--- config.mk ---
export PLATFORM = sky130hd
export DESIGN_NAME = periodic_task_timer_table_core
export DESIGN_NICKNAME = d
export VERILOG_FILES = /design/src/hdl/ptt_pkg.sv /design/src/hdl/ptt_ram.sv /design/src/hdl/periodic_task_timer_table_core.sv
export SDC_FILE = /design/constraint.sdc
export NUM_CORES = 1
export LEC_CHECK = 0
export ABC_CLOCK_PERIOD_IN_PS = 4540
export BUFFER_PORTS_ARGS = -buffer_cell sky130_fd_sc_hd__buf_2
export CAP_MARGIN = 20
export CORE_MARGIN = 4
export CORE_UTILIZATION = 32
export CTS_CLUSTER_SIZE = 8
export DETAILED_ROUTE_END_ITERATION = 16
export PLACE_DENSITY_LB_ADDON = 0.3
export SKIP_LAST_GASP = 1
export SYNTH_ARGS = -nofsm -noshare
export SYNTH_HDL_FRONTEND = slang
export SYNTH_SLANG_ARGS = --single-unit
export TNS_END_PERCENT = 50
--- constraint.sdc ---
create_clock -name clk -period 4.54 [get_ports clk]
set_input_delay 0.454 -clock clk [delete_from_list [all_inputs] [get_ports clk]]
set_output_delay 0.454 -clock clk [all_outputs]
set_load 0.01 [all_outputs]
--- src/hdl/ptt_pkg.sv ---
// ----------------------------------------------------------------------------
// ptt_pkg
// Types and constants shared by the periodic task timer table.
// ----------------------------------------------------------------------------
package ptt_pkg;

	// most ready ids reported by one collect
	localparam int MAX_RESULTS = 8;
	localparam int KW          = $clog2(MAX_RESULTS + 1);

	// operation codes
	typedef enum logic [1:0] {
		OP_TICK    = 2'd0,
		OP_ADD     = 2'd1,
		OP_REMOVE  = 2'd2,
		OP_COLLECT = 2'd3
	} op_t;

	// result status codes
	typedef enum logic [2:0] {
		ST_OK       = 3'd0,
		ST_NULL     = 3'd1,
		ST_DUP      = 3'd2,
		ST_FULL     = 3'd3,
		ST_NOTFOUND = 3'd4
	} status_t;

	// sequencer states
	typedef enum logic [1:0] {
		S_IDLE,
		S_WALK,
		S_FIN
	} state_t;

	// request item
	typedef struct packed {
		op_t         func;
		logic [7:0]  task_id;
		logic [15:0] period;
		logic [15:0] start_count;
		logic        start_pending;
	} req_t;

	// result item
	typedef struct packed {
		status_t    status;
		logic       ready_valid;
		logic [7:0] ready_id;
		logic       last;
	} rsp_t;

	// one timer entry as stored in the slot memory
	typedef struct packed {
		logic [7:0]  id;
		logic [15:0] period;
		logic [15:0] count;
		logic        pending;
	} slot_t;

endpackage

--- src/hdl/ptt_ram.sv ---
// ----------------------------------------------------------------------------
// ptt_ram
// Generic single-write, single-read RAM with a registered read port.
// ----------------------------------------------------------------------------
module ptt_ram #(
	parameter int WIDTH = 41,
	parameter int DEPTH = 8,
	parameter int AW    = (DEPTH > 1) ? $clog2(DEPTH) : 1
) (
	input  logic             clk,
	input  logic             wr_en,
	input  logic [AW-1:0]    wr_addr,
	input  logic [WIDTH-1:0] wr_data,
	input  logic             rd_en,
	input  logic [AW-1:0]    rd_addr,
	output logic [WIDTH-1:0] rd_data
);

	logic [WIDTH-1:0] mem [DEPTH];

	// write port
	always_ff @(posedge clk) begin
		if (wr_en) begin
			mem[wr_addr] <= wr_data;
		end
	end

	// registered read, data holds while rd_en is low
	always_ff @(posedge clk) begin
		if (rd_en) begin
			rd_data <= mem[rd_addr];
		end
	end

endmodule

--- src/hdl/periodic_task_timer_table_core.sv ---
// ----------------------------------------------------------------------------
// periodic_task_timer_table_core
// Table of periodic task timers kept in insertion order in one slot RAM.
// ----------------------------------------------------------------------------
// Usage:
//   req channel (req_valid / req_stall / req) carries one operation item:
//   tick, add, remove or collect. rsp channel (rsp_valid / rsp_stall / rsp)
//   returns result items; every operation ends with an item whose last is 1.
//   One item is handled at a time; req_stall is high from acceptance until
//   the final result is loaded into the output register.
// Sequencing:
//   tick, collect and a non-null add or remove walk the n used slots through
//   the registered slot RAM read port, one slot a cycle while collect is not
//   paused by a stalled output, then finish in the S_FIN state. A null add or
//   remove skips the walk and goes straight to S_FIN. Collect emits up to
//   MAX_RESULTS items, one per pending timer.
// Reset:
//   arst_n clears the fill count, so the table starts empty; the RAM itself
//   is not cleared, only used slots are ever read.
// Stall:
//   a stalled result holds in the output register; during collect the walk
//   pauses while the output register cannot take a new item.
// ----------------------------------------------------------------------------
module periodic_task_timer_table_core
	import ptt_pkg::*;
#(
	parameter int SLOTS = 8
) (
	input  logic clk,
	input  logic arst_n,
	input  logic req_valid,
	output logic req_stall,
	input  req_t req,
	output logic rsp_valid,
	input  logic rsp_stall,
	output rsp_t rsp
);

	localparam int AW = (SLOTS > 1) ? $clog2(SLOTS) : 1;
	localparam int CW = $clog2(SLOTS + 1);

	state_t state_q, state_d;

	// operation registers
	op_t         op_q;
	logic [7:0]  id_q;
	logic [15:0] per_q;
	logic [15:0] cnt_q;
	logic        pend_q;

	// walk registers
	logic [CW-1:0] n_q;
	logic [CW-1:0] rd_idx_q;
	logic          s1_valid_q;
	logic [AW-1:0] s1_idx_q;
	logic          found_q;
	logic          held_valid_q;
	logic [7:0]    held_id_q;
	logic [KW-1:0] k_q;

	// output register
	logic out_valid_q;
	rsp_t out_q;

	// ram port
	logic          rd_en;
	logic [AW-1:0] rd_addr;
	slot_t         rd_data;
	logic          wr_en;
	logic [AW-1:0] wr_addr;
	slot_t         wr_data;

	// control
	logic        out_free;
	logic        freeze;
	logic        walk_run;
	logic        proc;
	logic        walk_done;
	logic        fin_go;
	logic        match;
	logic        take;
	logic        add_ok;
	logic        push;
	rsp_t        push_item;
	logic [15:0] cnt_inc;

	ptt_ram #(
		.WIDTH ($bits(slot_t)),
		.DEPTH (SLOTS),
		.AW    (AW)
	) u_ram (
		.clk     (clk),
		.wr_en   (wr_en),
		.wr_addr (wr_addr),
		.wr_data (wr_data),
		.rd_en   (rd_en),
		.rd_addr (rd_addr),
		.rd_data (rd_data)
	);

	// walk status
	assign out_free  = !out_valid_q || !rsp_stall;
	assign freeze    = (op_q == OP_COLLECT) && !out_free;
	assign walk_run  = (state_q == S_WALK) && !freeze;
	assign proc      = walk_run && s1_valid_q;
	assign walk_done = (state_q == S_WALK) && (rd_idx_q == n_q) && !s1_valid_q;
	assign fin_go    = (state_q == S_FIN) && out_free;
	assign match     = s1_valid_q && (rd_data.id == id_q);
	assign take      = proc && rd_data.pending && (k_q < KW'(MAX_RESULTS));
	assign add_ok    = (id_q != 8'd0) && !found_q && (n_q != CW'(SLOTS));
	assign cnt_inc   = rd_data.count + 16'd1;

	// next state
	always_comb begin
		state_d = state_q;
		case (state_q)
			S_IDLE: begin
				if (req_valid) begin
					if ((req.func == OP_ADD || req.func == OP_REMOVE) && req.task_id == 8'd0) begin
						state_d = S_FIN;
					end else begin
						state_d = S_WALK;
					end
				end
			end
			S_WALK: begin
				if (walk_done) begin
					state_d = S_FIN;
				end
			end
			S_FIN: begin
				if (out_free) begin
					state_d = S_IDLE;
				end
			end
			default: state_d = S_IDLE;
		endcase
	end

	// outputs: handshake, ram access and result push
	always_comb begin
		req_stall = (state_q != S_IDLE);
		rd_en     = walk_run && (rd_idx_q < n_q);
		rd_addr   = rd_idx_q[AW-1:0];
		wr_en     = 1'b0;
		wr_addr   = s1_idx_q;
		wr_data   = rd_data;
		push      = 1'b0;
		push_item = '{status: ST_OK, ready_valid: 1'b0, ready_id: 8'd0, last: 1'b1};
		case (op_q)
			OP_TICK: begin
				if (proc) begin
					wr_en = 1'b1;
					if (cnt_inc >= rd_data.period) begin
						wr_data.count   = 16'd0;
						wr_data.pending = 1'b1;
					end else begin
						wr_data.count = cnt_inc;
					end
				end
			end
			OP_ADD: begin
				if (fin_go) begin
					wr_en   = add_ok;
					wr_addr = n_q[AW-1:0];
					wr_data = '{id: id_q, period: per_q, count: cnt_q, pending: pend_q};
					if (id_q == 8'd0) begin
						push_item.status = ST_NULL;
					end else if (found_q) begin
						push_item.status = ST_DUP;
					end else if (n_q == CW'(SLOTS)) begin
						push_item.status = ST_FULL;
					end
				end
			end
			OP_REMOVE: begin
				// slots after the match move up by one
				if (proc && found_q) begin
					wr_en   = 1'b1;
					wr_addr = s1_idx_q - AW'(1);
				end
				if (id_q == 8'd0) begin
					push_item.status = ST_NULL;
				end else if (!found_q) begin
					push_item.status = ST_NOTFOUND;
				end
			end
			OP_COLLECT: begin
				if (take) begin
					wr_en           = 1'b1;
					wr_data.pending = 1'b0;
				end
				// a held id goes out once another one is found
				if (take && held_valid_q) begin
					push      = 1'b1;
					push_item = '{status: ST_OK, ready_valid: 1'b1, ready_id: held_id_q,
						last: 1'b0};
				end else if (held_valid_q) begin
					push_item = '{status: ST_OK, ready_valid: 1'b1, ready_id: held_id_q,
						last: 1'b1};
				end
			end
			default: ;
		endcase
		if (fin_go) begin
			push = 1'b1;
		end
	end

	// state and fill count
	always_ff @(posedge clk or negedge arst_n) begin
		if (!arst_n) begin
			state_q <= S_IDLE;
			n_q     <= '0;
		end else begin
			state_q <= state_d;
			if (fin_go && op_q == OP_ADD && add_ok) begin
				n_q <= n_q + CW'(1);
			end else if (fin_go && op_q == OP_REMOVE && found_q) begin
				n_q <= n_q - CW'(1);
			end
		end
	end

	// walk control
	always_ff @(posedge clk or negedge arst_n) begin
		if (!arst_n) begin
			rd_idx_q     <= '0;
			s1_valid_q   <= 1'b0;
			found_q      <= 1'b0;
			held_valid_q <= 1'b0;
			k_q          <= '0;
		end else if (state_q == S_IDLE && req_valid) begin
			rd_idx_q     <= '0;
			s1_valid_q   <= 1'b0;
			found_q      <= 1'b0;
			held_valid_q <= 1'b0;
			k_q          <= '0;
		end else if (walk_run) begin
			s1_valid_q <= rd_en;
			if (rd_en) begin
				rd_idx_q <= rd_idx_q + CW'(1);
			end
			if (proc && match) begin
				found_q <= 1'b1;
			end
			if (op_q == OP_COLLECT && take) begin
				held_valid_q <= 1'b1;
				k_q          <= k_q + KW'(1);
			end
		end
	end

	// operation and walk payload
	always_ff @(posedge clk) begin
		if (state_q == S_IDLE && req_valid) begin
			op_q   <= req.func;
			id_q   <= req.task_id;
			per_q  <= req.period;
			cnt_q  <= req.start_count;
			pend_q <= req.start_pending;
		end
		if (walk_run) begin
			s1_idx_q <= rd_idx_q[AW-1:0];
			if (op_q == OP_COLLECT && take) begin
				held_id_q <= rd_data.id;
			end
		end
	end

	// output register
	always_ff @(posedge clk or negedge arst_n) begin
		if (!arst_n) begin
			out_valid_q <= 1'b0;
		end else if (push) begin
			out_valid_q <= 1'b1;
		end else if (!rsp_stall) begin
			out_valid_q <= 1'b0;
		end
	end

	always_ff @(posedge clk) begin
		if (push) begin
			out_q <= push_item;
		end
	end

	assign rsp_valid = out_valid_q;
	assign rsp       = out_q;

endmodule

# == Yosys cells after proc, flatten, opt, wreduce, memory -nomap -nowiden ==
# Memory sizes are Yosys's and may differ from the RTL's. A register that Yosys moved wholly into a read port is not among the register bits.
# Cells that the tools add are included.
# classes
add_sub_neg,6
mul,0
div_mod_pow,0
order_cmp,3
n_eq_ne,15
shifts,0
muxes,53
bitwise,0
reduce_logical,46
# op_table
cell,n
41-bit 2-to-1 mux,1
4-bit 2-to-1 mux,8
16-bit one-hot mux with 2 select lines,1
24-bit 2-to-1 mux,1
1-bit logical AND,22
1-bit 2-to-1 mux,21
3-bit 2-to-1 mux,7
17-bit 2-to-1 mux,1
"16-bit by 1-bit adder with 16-bit output, second input constant",1
16-bit >= comparator,1
8-bit logical NOT,2
16-bit 2-to-1 mux,1
13-bit 2-to-1 mux,1
"4-bit by 1-bit adder with 4-bit output, second input constant",3
2-bit nonzero test,6
10-bit 2-to-1 mux,1
2-bit 2-to-1 mux,5
3-bit one-hot mux with 3 select lines,1
"2-bit equality test, second input constant",4
8-bit equality test,1
2-bit AND reduction,4
8-bit nonzero test,1
"2-bit by 1-bit equality test with 1-bit output, second input constant",3
1-bit logical NOT,6
other kinds (16),20
# word_totals
reg_bits,85
latch_bits,0
mem_bits_rw,328
mem_bits_ro,0
in_bits,47
out_inout_bits,15
wordCells,143
memories,1
# memory_table
memory,depth,width,read_ports,rd_ports_with_merged_regs,wr,line,source
u_ram.mem,8,41,1,1,1,ptt_ram.sv:19,logic [WIDTH-1:0] mem [DEPTH];

# == Depth between registers and ports, before layout ==
# Gate-level depths: netlist of run 1.
# depth
depth_word,14
mapped_depth,13
mapped_depth_nobuf,12

# == Cells and area by module ==
# Synthesis of run 1 repeated with hierarchy kept, for this count alone.
# unflattened
cells_unflattened,1016
area_unflattened_um2,18906.9
# modules_own_cells
mod,instances,cells_per_inst,area_per_inst_um2,seq_area_each_um2
ptt_ram,1,528,13903.3,11080.6
periodic_task_timer_table_core,1,488,5003.5,2462.4

# == Worst setup path before layout of run 1 ==
# Ideal clock, no wire load.
# synth_path
kind,reg2reg
start,register op_q[0]
end,"memory u_ram.mem[0][0], enable pin"
setup_ns,0.439
arrival_time_ns,3.417
t_required_ns,4.101
setup_slack_ns,0.683
path_stages_with_launch,9
n_path_buf,1
period_less_slack_ns,3.857
cell_sequence,edfxtp_1 ha_1 nand3_1 nor4bb_1 buf_2 a31oi_1 o22ai_1 nand2b_1 nor2_1
# synth_via
elab_chain_len,11
word_cells_on_any_way,19
cone_classes,eq/ne: 3; mux: 8; reduce/logical: 8
# synth_rtl
item,line,source
from (decl),periodic_task_timer_table_core.sv:45,op_t op_q;
from (signal assigned),periodic_task_timer_table_core.sv:257,op_q <= req.func;
2-bit equality test,"periodic_task_timer_table_core.sv:103, periodic_task_timer_table_core.sv:150",
1-bit logical AND,periodic_task_timer_table_core.sv:103,assign freeze = (op_q == OP_COLLECT) && !out_free;
1-bit logical NOT,periodic_task_timer_table_core.sv:104,assign walk_run = (state_q == S_WALK) && !freeze;
1-bit logical AND,periodic_task_timer_table_core.sv:104,
1-bit logical AND,periodic_task_timer_table_core.sv:105,assign proc = walk_run && s1_valid_q;
1-bit logical AND (2 in series),periodic_task_timer_table_core.sv:109,assign take = proc && rd_data.pending && (k_q < KW'(MAX_RESULTS));
1-bit 2-to-1 mux,periodic_task_timer_table_core.sv:189,if (take) begin
1-bit one-hot mux with 4 select lines,periodic_task_timer_table_core.sv:150,case (op_q)
1-bit 2-to-1 mux,ptt_ram.sv:23,if (wr_en) begin
1-bit 2-to-1 mux (implied by the code),ptt_ram.sv:24,mem[wr_addr] <= wr_data;
to (decl),ptt_ram.sv:19,
# Several ways; a longest one is shown, not always the timed one.

# == Worst setup path after layout of run 1 ==
# layout_path
start,"register u_ram.rd_data[3], read port of u_ram.mem"
end,memory u_ram.mem[7][4] (data pin)
# layout_via
elab_chain_len,5
# layout_rtl
item,line,source
from (decl),ptt_ram.sv:16,output logic [WIDTH-1:0] rd_data
16-bit by 1-bit adder with 16-bit output (*),periodic_task_timer_table_core.sv:111,assign cnt_inc = rd_data.count + 16'd1;
16-bit >= comparator,periodic_task_timer_table_core.sv:154,if (cnt_inc >= rd_data.period) begin
16-bit 2-to-1 mux (*),periodic_task_timer_table_core.sv:154,
17-bit 2-to-1 mux (*),periodic_task_timer_table_core.sv:152,if (proc) begin
16-bit one-hot mux with 2 select lines (*),periodic_task_timer_table_core.sv:150,
via u_ram.wr_data[4],ptt_ram.sv:13,"input logic [WIDTH-1:0] wr_data,"
# The timed path passes the listed nets; every way through them passes the cells marked *.

==> impl_summary.txt, run 1 <==
----------------------------------------------------
[Status]
  Result of the run ... completed

[Timing]
  Final number of setup-violating endpoints ... 0
  Tightest slew margin relative to the limit ... 0.403
  Crit share post-route ... 0.893
  Total Negative Setup Slacks ... 0 ns
  Fmax ... 247 MHz
  RSZ-0062 raised after global routing ... false
  Final Slew Violations ... 0
  Count of endpoints failing hold in the final timing report ... 0
  Transition time at the pin with the least slew margin ... 0.896 ns
  Clock period minus final worst setup slack ... 4.05 ns
  Final Skew ... 0.0245 ns
  Worst-case setup margin in the final layout ... 0.486 ns

[Clocking]
  Root cell of the clock tree ... clkbuf_16
  H-Tree Level Count ... 3
  Number of buffers on the longest clock path ... 3
  Count of clock tree sinks ... 454
  Clk pin slew, worst setup/hold paths ... 0.05 ns
  CTS Buf Count ... 66
  Clock network latency to the later pin of the worst-skew pair ... 0.58 ns
  TritonCTS clock tree ... yes

[Detailed routing]
  Via/cell ratio ... 4.95
  Count of unresolved DRC violations after routing ... 0
  Detail Route Antenna Nets ... 0
  Routed wire length ... 40.5 mm
  Post-detailed-route wirelength per cell ... 21.4 um
  DRT Pass-1 Iters ... 5
  Initial DRC Count ... 701
  Total via count after detailed routing ... 9353

[Layout]
  Share of layout cells above drive strength 1 ... 0.269
  Fill cell total of the finished layout ... 5209
  # nets final ... 1197
  Filler-free cell count of the finished design ... 1891
  Commonest non-fill, non-tap cells in the layout ... edfxtp_1, mux4_2, nand2_1, clkbuf_16, buf_2
  Antenna diode instance count ... 0
  Leading cell type in the layout, fill and taps excluded ... edfxtp_1
  Area grow syn2layout ... 17.5%

[Setup path]
  CP Capture Type ... register
  CP peak stage delay ... 0.53 ns
  Largest driver fanout on the critical path ... 8
  Req. time, crit path ... 4.82 ns
  Path type of the worst setup path ... register to register
  Crit path cell chain ... nand3_1 > nor3_1 > nand4_1 > xnor2_1 > ha_1 > nand4_1 > nor3_1 > nor4_2 > nand3_2 > buf_4 > o221ai_1
  Worst reg2reg path depth ... 11
  Worst Path Arrival ... 4.34 ns
  Crit path buf inv count ... 1
  Slowest stage cell on the critical path ... nor3_1
  CP delay by family, top ... simple AND/OR/NAND/NOR gates
  Kind of start point of the critical path ... register
  Levels on crit path ... 11

[Synth]
  Count of mapped cells out of synthesis ... 1008
  Post-Synthesis Cell Area ... 18500 sq um
  Number of synthesized register bits ... 454
  Main synth FF type ... edfxtp_1
  Async SR Flop Fraction ... 0.0396
  Post-synthesis cell type count ... 63
  Post-synthesis sequential area ratio ... 0.733
  EDFF count, synth ... 436
  Post-synthesis net count ... 1086
  Post-Synthesis Mean Instance Area ... 18.3 sq um
  Synthesis Warnings ... 0

[GRT]
  Largest net degree at the start of global routing ... 58
  Overflow after GRT ... 0
  Via count of the first global-routing pass ... 9848
  First-pass GRT wire length ... 61.4 mm
  Antenna violations before repair ... 0
  Global-route usage over all layers ... 0.133

[Floorplan]
  Width of the chip ... 248 um
  Number of placement rows ... 87
  Die area ... 61700 sq um
  Placeable core area ... 56800 sq um
  Height of the chip ... 248 um
  Initial Utilization ... 0.325
  Top Ports ... 62

[Pwr]
  Power density over the cells ... 661 nW/um^2
  VDD IR-drop max ... 0.280 mV
  Total design power ... 14300 uW
  Leakage power summed over all cells ... 0.00725 uW

[Place]
  GPL Wtd Cong ... 0.819
  I/O Buffers ... 61
  Pre-CTS worst setup slack ... 0.560 ns
  Number of cells after detailed placement ... 1806
  Post-DP HPWL ... 23.6 mm

[Worst hold path]
  Hold depth ... 1
  Hold/Removal Path Class ... input port to register

[Job]
  Max-cap violations ... 0

----------------------------------------------------
## worst paths after layout
path | start | to | slack, ns
setup / recovery | u_ram.rd_data[3]$_DFFE_PP_ | u_ram.mem[7][4]$_DFFE_PP_ | 0.49
hold / removal | req[31] | per_q[14]$_DFFE_PP_ | 0.04
setup reg to reg | u_ram.rd_data[3]$_DFFE_PP_ | u_ram.mem[7][4]$_DFFE_PP_ | 0.49
hold reg to reg | u_ram.rd_data[34]$_DFFE_PP_ | held_id_q[1]$_DFFE_PP_ | 0.51
max in group asynchronous | arst_n | rd_idx_q[0]$_DFFE_PN0P_ | 3.81
min in group asynchronous | arst_n | found_q$_DFFE_PN0P_ | 0.36
## cells by family (layout without fill, tap and decap cells)
| family | after synthesis | in the layout | synth area share |
|---|---|---|---|
| flops | 454 | 454 | 0.733 |
| simple gates | 190 | 190 | 0.0507 |
| mux | 127 | 127 | 0.127 |
| compound gates | 98 | 98 | 0.0370 |
| buf+inv | 79 | 206 | 0.0175 |
| fa+ha+maj | 31 | 31 | 0.0214 |
| xor+xnor | 29 | 29 | 0.0137 |
## stage by stage
step                      instance area, sq um  hold slack (ns)   util
after floorplan                          18500            0.158      -
after global placement                   19900            0.431  0.350
after detailed placement                 19900            0.441  0.350
after CTS                                21700          0.00718  0.382
after global routing                     21700           0.0163  0.382
final                                    21700           0.0443  0.382
## state kept, by name, summed over array words and instances, names as in the netlist, 4 cells and up
register	cells
rsp	13
k_q	4
cnt_q	16
rd_idx_q	4
id_q	8
u_ram.mem	328
per_q	16
u_ram.rd_data	41
held_id_q	8
n_q	4
## where the power goes
group	switching [uW]	leakage [uW]	internal (uW)
Combinational	2080	0.00216	1540
Sequential	504	0.00421	5900
Clock	1710	0.000879	2620
## routing by layer
metal  global-route usage  up-vias  share of wire
met5                    0        -              0
met4               0.0366        0          0.020
met3               0.0270       62          0.051
met2                0.207      249           0.46
met1                0.192     4809           0.47
li1                     -     4233              -
## final cells by class
cell class | instances | area (sq um) | area share
clock buffer | 76 | 1690 | 0.0778
inverter | 39 | 146 | 0.00674
clock inverter | 8 | 131 | 0.00605
sequential | 454 | 13600 | 0.624
timing repair buffer | 83 | 561 | 0.0258
multi-input combinational | 475 | 4690 | 0.216
tap | 756 | 946 | 0.0436
## synth_stat cells, drive strengths merged (3+ instances only)
| cell | n | share of area |
|---|---|---|
| mux2 | 42 | 0.026 |
| o31ai | 4 | 0.0019 |
| or3 | 4 | 0.0014 |
| o21ai | 34 | 0.0092 |
| xor2 | 9 | 0.0043 |
| nand2b | 6 | 0.0020 |
| a221o | 6 | 0.0032 |
| inv | 39 | 0.0079 |
| xnor2 | 20 | 0.0095 |
| nor3 | 4 | 0.0014 |
| a22o | 5 | 0.0024 |
| edfxtp | 436 | 0.71 |
| nor2 | 31 | 0.0064 |
| ha | 30 | 0.020 |
| nand4 | 9 | 0.0030 |
| nor4 | 9 | 0.0041 |
| mux2i | 3 | 0.0016 |
| buf | 19 | 0.0052 |
| a222oi | 3 | 0.0016 |
| nand3b | 3 | 0.0012 |
| a31oi | 3 | 0.0014 |
| and2 | 5 | 0.0017 |
| nand2 | 76 | 0.015 |
| clkbuf | 21 | 0.0043 |
| a22oi | 4 | 0.0016 |
| dfrtp | 18 | 0.024 |
| o32ai | 3 | 0.0018 |
| a21o | 10 | 0.0041 |
| and3 | 14 | 0.0047 |
| a21oi | 13 | 0.0037 |
| mux4 | 82 | 0.10 |
| nand3 | 21 | 0.0060 |
## repair_timing
item                                    4_1_cts  5_1_grt
endpoints found under the hold margin        18        0
hold buffers                                  1        0
buffers inserted                              0        0
endpoints found under the setup margin        0        0
resized for setup                             0        0
No activity file was read; power rests on OpenSTA's default activity.
==> run 2, diff against run 1 <==
CORE_UTILIZATION = 42   (was 32)
==> run 2 against run 1 <==
Against the previous run: first-iteration DRC count rose by 20%; non-clock buffer count fell by 3; wire length fell by 4.0%; clock skew fell by 0.0028 ns; largest power group unchanged; sequential share of layout area rose by 0.75 points; register-to-register slack barely moved; sequential power barely moved; design area fell by 1.2%; power fell by 0.62%; clock-buffer cell count rose by 5.
==> impl_summary.txt, run 2 (synthesis gave the netlist of run 1 again) <==
----------------------------------------------------
[Setup path]
  RR Startpoint ... u_ram.rd_data[3]$_DFFE_PP_
  Kind of start point of the critical path ... register
  CP delay by family, top ... simple AND/OR/NAND/NOR gates
  Worst reg2reg path depth ... 11 (unchanged)
  Req. time, crit path ... 4.90 ns (+0.08 ns)
  Worst R2R Setup Slack ... 0.49 ns (about the same)
  CP Capture Type ... register
  Slowest stage cell on the critical path ... nor3_1
  Worst Path Arrival ... 4.42 ns (+0.08 ns)
  Crit path cell chain ... nand3_1 > nor3_1 > nand4_1 > xnor2_1 > ha_1 > nand4_1 > nor3_1 > nor4_2 > nand3_2 > nor2_2 > a221o_1
  Crit path buf inv count ... 0 (-1)
  CP peak stage delay ... 0.54 ns (about the same)
  Path type of the worst setup path ... register to register
  Largest driver fanout on the critical path ... 14 (+6)
  FF-to-FF End ... u_ram.mem[4][13]$_DFFE_PP_

[Timing]
  Clock period minus final worst setup slack ... 4.05 ns (-0.000830 ns)
  Final Slew Violations ... 0 (unchanged)
  RSZ-0062 raised after global routing ... false
  Count of endpoints failing hold in the final timing report ... 0 (unchanged)
  Crit share post-route ... 0.893 (about the same)
  Fmax ... 247 MHz (about the same)
  Tightest slew margin relative to the limit ... 0.346 (-0.0566)
  Hold Worst Slack ... 0.0613 ns (+0.0170 ns)
  Total Negative Setup Slacks ... 0 ns (unchanged)
  Final number of setup-violating endpoints ... 0 (unchanged)
  Final Skew ... 0.0217 ns (-0.00277 ns)
  Transition time at the pin with the least slew margin ... 0.980 ns (+0.0848 ns)

[Layout]
  Commonest non-fill, non-tap cells in the layout ... edfxtp_1, mux4_2, nand2_1, clkbuf_16, buf_2
  Largest register by flop count ... u_ram.mem
  Max FFs per register ... 328 (unchanged)
  Largest registers in the final layout ... u_ram.mem (328), u_ram.rd_data (41)
  Leading cell type in the layout, fill and taps excluded ... edfxtp_1
  Fill cell total of the finished layout ... 3498 (-33%)
  # nets final ... 1194 (-0.25%)
  Share of layout cells above drive strength 1 ... 0.267 (-0.00176)
  Antenna diode instance count ... 0 (unchanged)
  Area grow syn2layout ... 16.1%

[Place]
  GPL Wtd Cong ... 0.827 (+0.93%)
  I/O Buffers ... 61 (unchanged)
  Post-DP HPWL ... 22.2 mm (-6.2%)

[Detailed routing]
  Count of unresolved DRC violations after routing ... 0 (unchanged)
  Via/cell ratio ... 5.48 (+11%)
  Post-detailed-route wirelength per cell ... 22.6 um (+5.5%)
  Total via count after detailed routing ... 9428 (+0.80%)
  Routed wire length ... 38.8 mm (-4.0%)
  Detail Route Antenna Nets ... 0 (unchanged)
  DRT Pass-1 Iters ... 5 (unchanged)
  Initial DRC Count ... 842 (+20%)

[Pwr]
  Leakage power summed over all cells ... 0.00723 uW (-0.25%)
  Power density over the cells ... 664 nW/um^2 (+0.58%)
  VDD IR-drop max ... 0.324 mV (+16%)
  Switching component of the power ... 4200 uW (-2.2%)
  Internal power ... 10100 uW (about the same)
  Sequential fraction of design power ... 0.447 (about the same)
  Switching portion of total power ... 0.294 (-0.00484)
  Part of the power in combinational logic ... 0.251 (about the same)
  Fraction of power consumed by the clock network ... 0.302 (about the same)

[Clocking]
  TritonCTS clock tree ... yes
  CTS Buf Count ... 66 (unchanged)
  H-Tree Level Count ... 3 (unchanged)
  Clk pin slew, worst setup/hold paths ... 0.05 ns (about the same)
  Number of setup buffers added after CTS ... 0 (unchanged)
  Count of clock tree sinks ... 454 (unchanged)
  Number of buffers on the longest clock path ... 3 (unchanged)
  Root cell of the clock tree ... clkbuf_16
  Clock network latency to the later pin of the worst-skew pair ... 0.58 ns (about the same)

[Job]
  Max-cap violations ... 0 (unchanged)

[GRT]
  Via count of the first global-routing pass ... 9802 (-0.47%)
  Antenna violations before repair ... 0 (unchanged)
  Overflow after GRT ... 0 (unchanged)
  Largest net degree at the start of global routing ... 67 (+16%)
  First-pass GRT wire length ... 59.6 mm (-3.0%)
  Global-route usage over all layers ... 0.167 (+0.0338)

[Status]
  Result of the run ... completed

[Floorplan]
  Initial Utilization ... 0.427 (+0.102)
  Top Ports ... 62 (unchanged)
  Width of the chip ... 218 um (-12%)
  Die area ... 47400 sq um (-23%)
  Placeable core area ... 43300 sq um (-24%)
  Height of the chip ... 218 um (-12%)
  Number of placement rows ... 76 (-13%)

[Worst hold path]
  Hold depth ... 1 (unchanged)
  Hold/Removal Path Class ... input port to register
  Hold endpoint ... pend_q$_DFFE_PP_
  Hold Path Origin ... req[0]

----------------------------------------------------
-- run 2: power groups by stage --
stage               registers, uW  clock network (uW)  logic, uW
floorplan                    6170                   0       2730
global placement             6430                   0       3520
detailed placement           6450                   0       3590
CTS                          6380                4420       3620
global route                 6460                4620       3930
finish                       6370                4310       3580
-- run 2: per-layer routing --
| layer | track usage | share of wire |
|---|---|---|
| met1 | 0.233 | 0.44 |
| met2 | 0.263 | 0.48 |
| met3 | 0.0341 | 0.061 |
| met4 | 0.0617 | 0.027 |
| met5 | 0 | 0 |
-- run 2: area by class of cell --
class,count,area (sq um),share of cell area
Clock buffer,81,1730,0.0806
Inverter,39,146,0.00682
Tap cell,585,732,0.0341
Timing Repair Buffer,80,538,0.0251
Multi-Input combinational cell,475,4700,0.219
Clock inverter,6,63.8,0.00297
Sequential cell,454,13600,0.632
-- run 2: what timing repair did --
action | in CTS | in global routing
setup endpoints to repair | 0 | 8
resized for setup | 0 | 1
hold buffers | 1 | 0
hold endpoints to repair | 18 | 0
-- run 2: worst max path at each step --
stage	from	endpoint	slack [ns]	cells past startpoint
floorplan	op_q[0]$_DFFE_PP_	u_ram.mem[0][0]$_DFFE_PP_	0.68	8
CTS	u_ram.rd_data[3]$_DFFE_PP_	u_ram.mem[2][1]$_DFFE_PP_	0.45	10
detailed placement	u_ram.rd_data[3]$_DFFE_PP_	u_ram.mem[3][1]$_DFFE_PP_	0.49	10
global placement	u_ram.rd_data[3]$_DFFE_PP_	u_ram.mem[0][1]$_DFFE_PP_	0.57	10
finish	u_ram.rd_data[3]$_DFFE_PP_	u_ram.mem[4][13]$_DFFE_PP_	0.49	11
global route	u_ram.rd_data[3]$_DFFE_PP_	u_ram.mem[7][14]$_DFFE_PP_	0.03	11
-- run 2: stage by stage --
step,cell area [sq um],power (uW),instances,worst slack [ns],util
floorplan,18500,8900,1008,0.683,-
global placement,19700,9950,1632,0.574,0.454
detailed placement,19700,10000,1632,0.486,0.454
CTS,21500,14400,1720,0.453,0.496
global route,21500,15000,1720,0.0325,0.496
finish,21500,14300,1720,0.487,0.496
==> run 3, diff against run 2 <==
ABC_CLOCK_PERIOD_IN_PS = 3800   (was 4540)
CAP_MARGIN = not set   (was 20)
clock period = 3.8 ns   (was 4.54 ns; I/O delays follow)
==> run 3 against run 2 <==
Against the previous run: maximum frequency rose by 14%; first-iteration DRC count rose by 6.8%; clock skew fell by 0.0092 ns; critical endpoint is now u_ram.mem[3][7]$_DFFE_PP_; clock-buffer cell count rose by 4; largest cell class unchanged; register-to-register slack got worse by 0.23 ns.
==> impl_summary.txt, run 3 (synthesis gave the netlist of run 1 again) <==
----------------------------------------------------
[Status]
  Result of the run ... completed

[Place]
  Number of cells after detailed placement ... 1640 (+0.49%)
  GPL Wtd Cong ... 0.815 (-1.4%)
  Post-DP HPWL ... 22.1 mm (-0.43%)
  I/O Buffers ... 61 (unchanged)

[Detailed routing]
  Initial DRC Count ... 899 (+6.8%)
  Via/cell ratio ... 5.47 (-0.17%)
  Total via count after detailed routing ... 9707 (+3.0%)
  Post-detailed-route wirelength per cell ... 22.4 um (-0.73%)
  Routed wire length ... 39.8 mm (+2.4%)
  Detail Route Antenna Nets ... 0 (unchanged)
  DRT Pass-1 Iters ... 7 (+2)
  Count of unresolved DRC violations after routing ... 0 (unchanged)

[Clocking]
  Clk pin slew, worst setup/hold paths ... 0.05 ns (about the same)
  CTS Buf Count ... 66 (unchanged)
  TritonCTS clock tree ... yes
  Clock network latency to the later pin of the worst-skew pair ... 0.56 ns (-0.02 ns)
  Count of clock tree sinks ... 454 (unchanged)
  H-Tree Level Count ... 3 (unchanged)
  Root cell of the clock tree ... clkbuf_16
  Number of buffers on the longest clock path ... 3 (unchanged)

[Timing]
  Final Slew Violations ... 0 (unchanged)
  Clock period minus final worst setup slack ... 3.54 ns (-0.513 ns)
  Crit share post-route ... 0.932 (+0.0390)
  Fmax ... 282 MHz (+14%)
  Final number of setup-violating endpoints ... 0 (unchanged)
  Final Skew ... 0.0125 ns (-0.00924 ns)
  Transition time at the pin with the least slew margin ... 0.967 ns (-0.0132 ns)
  Tightest slew margin relative to the limit ... 0.355 (+0.00881)
  Count of endpoints failing hold in the final timing report ... 0 (unchanged)

[Floorplan]
  Placeable core area ... 43300 sq um (unchanged)
  Number of placement rows ... 76 (unchanged)
  Initial Utilization ... 0.427 (unchanged)
  Width of the chip ... 218 um (unchanged)
  Die area ... 47400 sq um (unchanged)
  Top Ports ... 62 (unchanged)
  Height of the chip ... 218 um (unchanged)

[Setup path]
  Largest driver fanout on the critical path ... 14 (unchanged)
  Worst Path Arrival ... 3.80 ns (-0.62 ns)
  CP Capture Type ... register
  Path type of the worst setup path ... register to register
  Req. time, crit path ... 4.06 ns (-0.84 ns)
  Kind of start point of the critical path ... register

[Layout]
  Max FFs per register ... 328 (unchanged)
  Combined area of the multi-input logic cells ... 4720 sq um (+0.40%)
  Post-layout util ... 0.509 (+0.0135)
  Fill cell total of the finished layout ... 3448 (-1.4%)
  Area grow syn2layout ... 19.2%
  Share of layout cells above drive strength 1 ... 0.263 (-0.00371)
  Filler-free cell count of the finished design ... 1774 (+3.1%)
  Largest registers in the final layout ... u_ram.mem (328), u_ram.rd_data (41)
  Leading cell type in the layout, fill and taps excluded ... edfxtp_1
  Storage element area ... 13600 sq um (unchanged)
  Commonest non-fill, non-tap cells in the layout ... edfxtp_1, mux4_2, nand2_1, clkbuf_16, buf_2
  Antenna diode instance count ... 0 (unchanged)
  # nets final ... 1246 (+4.4%)
  Largest register by flop count ... u_ram.mem

[Job]
  Max-cap violations ... 0 (unchanged)

[Pwr]
  Leakage power summed over all cells ... 0.00748 uW (+3.4%)
  VDD IR-drop max ... 0.435 mV (+35%)
  Power density over the cells ... 783 nW/um^2 (+18%)

[GRT]
  Largest net degree at the start of global routing ... 88 (+31%)
  Overflow after GRT ... 0 (unchanged)
  Antenna violations before repair ... 0 (unchanged)
  First-pass GRT wire length ... 61.4 mm (+3.1%)
  Via count of the first global-routing pass ... 10100 (+3.1%)
  Global-route usage over all layers ... 0.172 (+0.00489)

[Worst hold path]
  Hold/Removal Path Class ... input port to register

----------------------------------------------------
-- run 3: cell count changes in the layout (fill, tap and decap cells not counted), moves of 2 or more --
cell	before	now
inv_6	5	0
clkbuf_1	14	17
buf_4	11	18
dlygate4sd3_1	1	44
clkinv_8	0	3
buf_12	7	9
-- run 3: timing repair --
| action | in CTS | in global routing |
|---|---|---|
| resized for setup | 1 | 4 |
| endpoints found under the setup margin | 56 | 136 |
| setup buffers | 0 | 1 |
| pin swaps | 0 | 1 |
| gates cloned | 0 | 0 |
| hold endpoints to repair | 61 | 0 |
| hold buffers | 44 | 0 |
-- run 3: through the flow --
stage | instance area, sq um | power, uW | setup slack (ns) | TNS [ns] | hold WS, ns
after global routing | 22000 | 18200 | -0.0219 | -0.318 | 0.162
after global placement | 19700 | 12000 | 0.0422 | 0 | 0.358
after floorplan | 18500 | 10600 | -0.0568 | -17.05 | 0.0844
final | 22000 | 17300 | 0.260 | 0 | 0.149
after CTS | 22000 | 17400 | -0.00836 | -0.0562 | 0.111
after detailed placement | 19700 | 12100 | -0.0615 | -0.945 | 0.361
-- run 3: path summary, 6_finish.rpt --
kind / start / endpoint / slack (ns) / cells after the start
setup / recovery: u_ram.rd_data[1]$_DFFE_PP_ / u_ram.mem[3][7]$_DFFE_PP_ / 0.26 / 12
hold / removal: rsp_stall / rsp_valid$_DFFE_PN0P_ / 0.15 / 3
setup reg to reg: u_ram.rd_data[1]$_DFFE_PP_ / u_ram.mem[3][7]$_DFFE_PP_ / 0.26 / 12
hold reg to reg: u_ram.rd_data[34]$_DFFE_PP_ / held_id_q[1]$_DFFE_PP_ / 0.50 / 0
max in group asynchronous: arst_n / rd_idx_q[1]$_DFFE_PN0P_ / 3.14 / 2
min in group asynchronous: arst_n / found_q$_DFFE_PN0P_ / 0.30 / 2
-- run 3: layout make-up --
| type | count | share of cell area |
|---|---|---|
| repair buffers | 132 | 0.0481 |
| multi-input cells | 475 | 0.214 |
| flip-flops and latches | 454 | 0.615 |
| clock inverters | 4 | 0.00312 |
| inverters | 39 | 0.00664 |
| clock buffers | 85 | 0.0801 |
| well taps | 585 | 0.0332 |
-- run 3: layer usage --
metal,global-route usage,vias to the layer above,part of all wire
met5,0,-,0
met4,0.0556,0,0.026
met3,0.0334,66,0.057
met2,0.274,317,0.48
met1,0.242,5004,0.43
li1,-,4320,-
-- run 3: report_power, final --
| part | switching (uW) | leakage, uW | internal, uW |
|---|---|---|---|
| logic | 2670 | 0.00238 | 1940 |
| clock network | 1980 | 0.000889 | 3220 |
| registers | 424 | 0.00421 | 7040 |
-- run 3: critical path, stage by stage (launching register included) --
cell      delay (ns)
edfxtp_1        0.44
ha_1            0.29
nand4_1         0.19
nor2_2          0.20
nand3_1         0.17
xnor2_1         0.19
ha_1            0.31
nand4_1         0.11
a211oi_1        0.29
a31oi_2         0.20
nand3_4         0.26
nor2_4          0.10
a221o_1         0.47
